**config.mk**
```make
export PLATFORM = sky130hd
export DESIGN_NAME = sptm_ram
export DESIGN_NICKNAME = d
export VERILOG_FILES = /design/src/hw/rtl/sptm_ram.sv
export SDC_FILE = /design/constraint.sdc
export NUM_CORES = 2
export LEC_CHECK = 0
export BUFFER_PORTS_ARGS = -buffer_cell sky130_fd_sc_hd__buf_2
export CORE_ASPECT_RATIO = 0.6
export CORE_UTILIZATION = 63
export DETAILED_ROUTE_END_ITERATION = 10
export HOLD_SLACK_MARGIN = 0.08
export PLACE_DENSITY = 0.79
export SYNTH_ARGS = -nofsm -noshare
export SYNTH_HDL_FRONTEND = slang
export SYNTH_SLANG_ARGS = --single-unit
```
**constraint.sdc**
```tcl
create_clock -name aclk -period 3.3 [get_ports aclk]
set_input_delay 0.495 -clock aclk [delete_from_list [all_inputs] [get_ports aclk]]
set_output_delay 0.495 -clock aclk [all_outputs]
set_load 0.1 [all_outputs]
```
**src/hw/rtl/sptm_ram.sv**
```systemverilog
`default_nettype none

module sptm_ram #(
    parameter int WIDTH = 8,
    parameter int DEPTH = 256
) (
    input  wire logic                     aclk,
    input  wire logic                     we,
    input  wire logic [$clog2(DEPTH)-1:0] waddr,
    input  wire logic [WIDTH-1:0]         wdata,
    input  wire logic [$clog2(DEPTH)-1:0] raddr,
    output logic      [WIDTH-1:0]         rdata
);

    logic [WIDTH-1:0] mem_reg [DEPTH];
    logic [WIDTH-1:0] rdata_reg;

    always_ff @(posedge aclk) begin
        if (we) begin
            mem_reg[waddr] <= wdata;
        end
        rdata_reg <= mem_reg[raddr];
    end

    assign rdata = rdata_reg;

endmodule

`default_nettype wire

```
==> flow_summary_export.csv <==
group,metric,value,unit
status,status,"complete, no violations",
sta,fmax,349,MHz
detailed_routing,postRouteAntennaNets,0,
worst_setup_path,cp-start-kind,"input pin",
detailed_routing,num_vias,42600,
finish,multi_input_area,16500,um^2
sta,rsz0062_at_grt,"no",
clock_tree,htreeDepth,4,
finish,largest_register_ffs,2048,
synth,yosys.area.top_type_share,0.773,
finish,fin_cells,6022,
sta,drv_slew,0,
floorplan,die_x,461,um
placement,dp_cells,5698,
finish,layout_commonest_cell,"edfxtp_1",
detailed_routing,post-route-drc-count,0,
sta,finalHoldWorstSlack,0.196,ns
sta,skew,0.0403,ns
clock_tree,clock_latency,0.82,ns
clock_tree,clockBufferDepth,3,
finish,drive_above_1_share,0.280,
sta,worst_pin_slew,1.21,ns
worst_setup_path,ff2ff_setup_slack,0.65,ns
power,p_leak,28.7,nW
synth,syn_nets,3759,
power,power.density,575,nW/um^2
worst_setup_path,crit_path_frequent_cell,"nor4_1",
run,maxCapViolations,0,
synth,seq_area_frac_synth,0.775,
grt,grt_pass1_vias,41500,
detailed_routing,avgRoutedWirePerCell,34.9,um
worst_setup_path,timing_worst_setup_path_type,"in -> reg",
synth,synth_largest_area_cell,"edfxtp_1",
min_path,worst_hold_path_type,"in -> reg",
power,totalPowerFinal,0.0518,W
clock_tree,postCtsSetupBuffers,0,
placement,port_buffers,33,
worst_setup_path,crit_arrival,3.54,ns
grt,antenna_found_initial,20,
synth,syn_inst,3733,
clock_tree,cts_buffers,171,
worst_setup_path,worstPathRequired,3.97,ns
sta,finalSetupViolations,0,
synth,netlist_area,79600,um^2
clock_tree,cts_tree,"done",
finish,final_cell_mix,"edfxtp_1, mux4_2, buf_4",
worst_setup_path,crit_path_max_fanout,29,
placement,dp_hpwl,131000,um
clock_tree,post_cts_resized,0,
clock_tree,cts_sinks,2056,
worst_setup_path,path_buf_inv,3,
clock_tree,cts_hold_repair.buffers,0,
grt,track_usage,0.335,
worst_setup_path,crit_chain,"buf_8, buf_4, buf_12, mux4_2, a22oi_1, a21oi_1, nor4_1, nor4_1",
detailed_routing,viasPerCell,7.07,
sta,fin_crit_sh,0.869,
sta,hold_viol_final,0,
finish,seqCellArea,61700,um^2
sta,relSlewSlack,0.191,
finish,fin_util,0.723,
synth,synth_edf_count,2048,
synth,ys_ff_latch,2056,
worst_setup_path,worst_path_largest_cell_delay,0.77,ns
clock_tree,cts_root_buf,"clkbuf_16",
placement,place_congestion,0.912,
synth,async_flop_share,0,
grt,grt_max_degree,104,
worst_setup_path,cp_slowest_cell,"nor4_1",
detailed_routing,initialDrtViolationCount,7942,
sta,min_period,2.87,ns
grt,overflow,0,
finish,layout.nets,4214,
floorplan,die_area,128000,um^2
detailed_routing,routed_wirelength,210000,um
finish,area_growth,13.3,%
floorplan,fp.dieH,277,um
clock_tree,clk_pin_slew,0.07,ns
synth,synth_flop_cell,"edfxtp_1",
grt,grt_pass1_wl,300000,um
worst_setup_path,crit_path_end_kind,"flop",
synth,syn_area_per_cell,21.3,um^2
floorplan,core,125000,um^2
synth,netlist_top_cells_area,"edfxtp_1, mux4_2, mux2i_1",
synth,yosysWarnings,0,
detailed_routing,dr.pass1.iters,6,
floorplan,row_count,100,
finish,fillCellCount,6873,
floorplan,io_pins,34,
floorplan,initial_utilization,0.638,
worst_setup_path,cp_top_family,"simple AND/OR/NAND/NOR gates",
synth,synth_cell_types,55,
power,peakVddDrop,601,uV
-- layout make-up --
cell class	count	area share
multi-input cells	1442	0.183
inverters	2	0.0000833
clock buffers	209	0.0493
diodes	13	0.000361
flip-flops and latches	2056	0.684
clock inverters	102	0.0104
repair buffers	515	0.0493
well taps	1683	0.0234
-- cells by family after synthesis --
logic type,after synthesis,share of synthesized area
flops,2056,0.775
buf+inv,235,0.0183
simple gates,466,0.0263
compound gates,385,0.0342
mux,591,0.146
-- where the power goes --
group / switching [W] / internal (W) / leakage (nW)
clock network: 0.00925 / 0.0107 / 2.61
logic: 0.00198 / 0.00102 / 7.62
registers: 0.0000586 / 0.0288 / 18.5
-- stage by stage --
| stage | setup TNS [ns] | setup slack, ns | area, um^2 |
|---|---|---|---|
| after floorplan | 0 | 0.867 | 79600 |
| after global placement | -0.402 | -0.106 | 84700 |
| after detailed placement | -0.518 | -0.157 | 84700 |
| after CTS | 0 | 0.564 | 90100 |
| after global routing | 0 | 0.465 | 90100 |
| final | 0 | 0.431 | 90100 |
-- final timing paths --
kind | startpoint | end | depth (start not counted)
setup / recovery | raddr[0] | rdata[1] | 8
hold / removal | wdata[4] | mem_reg[209][4] | 1
setup reg to reg | mem_reg[211][3] | rdata[3] | 6
hold reg to reg | mem_reg[40][3] | rdata[3] | 7
-- routing by layer --
layer,share of wire,track usage,up-vias,routed length [um]
li1,-,-,16600,-
met1,0.36,0.508,21800,76000
met5,0.00042,0,-,89
met4,0.034,0.110,12,7060
met3,0.17,0.111,453,36000
met2,0.43,0.466,3810,91300
-- synth_stat cells, types with 2 or more instances --
| library cell | n |
|---|---|
| o32ai_1 | 4 |
| nor2_1 | 282 |
| o211ai_1 | 10 |
| a2111oi_1 | 2 |
| nand2b_1 | 8 |
| mux4_2 | 454 |
| and3b_1 | 2 |
| buf_12 | 8 |
| nor4_2 | 3 |
| o221ai_1 | 46 |
| clkbuf_1 | 111 |
| a311oi_1 | 2 |
| edfxtp_1 | 2048 |
| o22ai_1 | 28 |
| nor3_1 | 22 |
| o22a_1 | 5 |
| a31oi_1 | 2 |
| a2111oi_0 | 2 |
| nand4_1 | 10 |
| and2_1 | 6 |
| mux4_1 | 2 |
| buf_8 | 13 |
| o21ai_1 | 2 |
| nand2_1 | 33 |
| o21ai_0 | 10 |
| buf_2 | 31 |
| buf_6 | 21 |
| nand3b_1 | 2 |
| a211oi_1 | 16 |
| a22o_1 | 8 |
| a221oi_1 | 13 |
| or2_2 | 4 |
| nor2b_1 | 31 |
| dfxtp_1 | 8 |
| mux2i_1 | 134 |
| buf_4 | 27 |
| nand3_1 | 34 |
| buf_1 | 22 |
| a22oi_1 | 133 |
| a21oi_1 | 96 |
| nor4_1 | 24 |
Note: power is estimated with default switching activity, not from simulation.
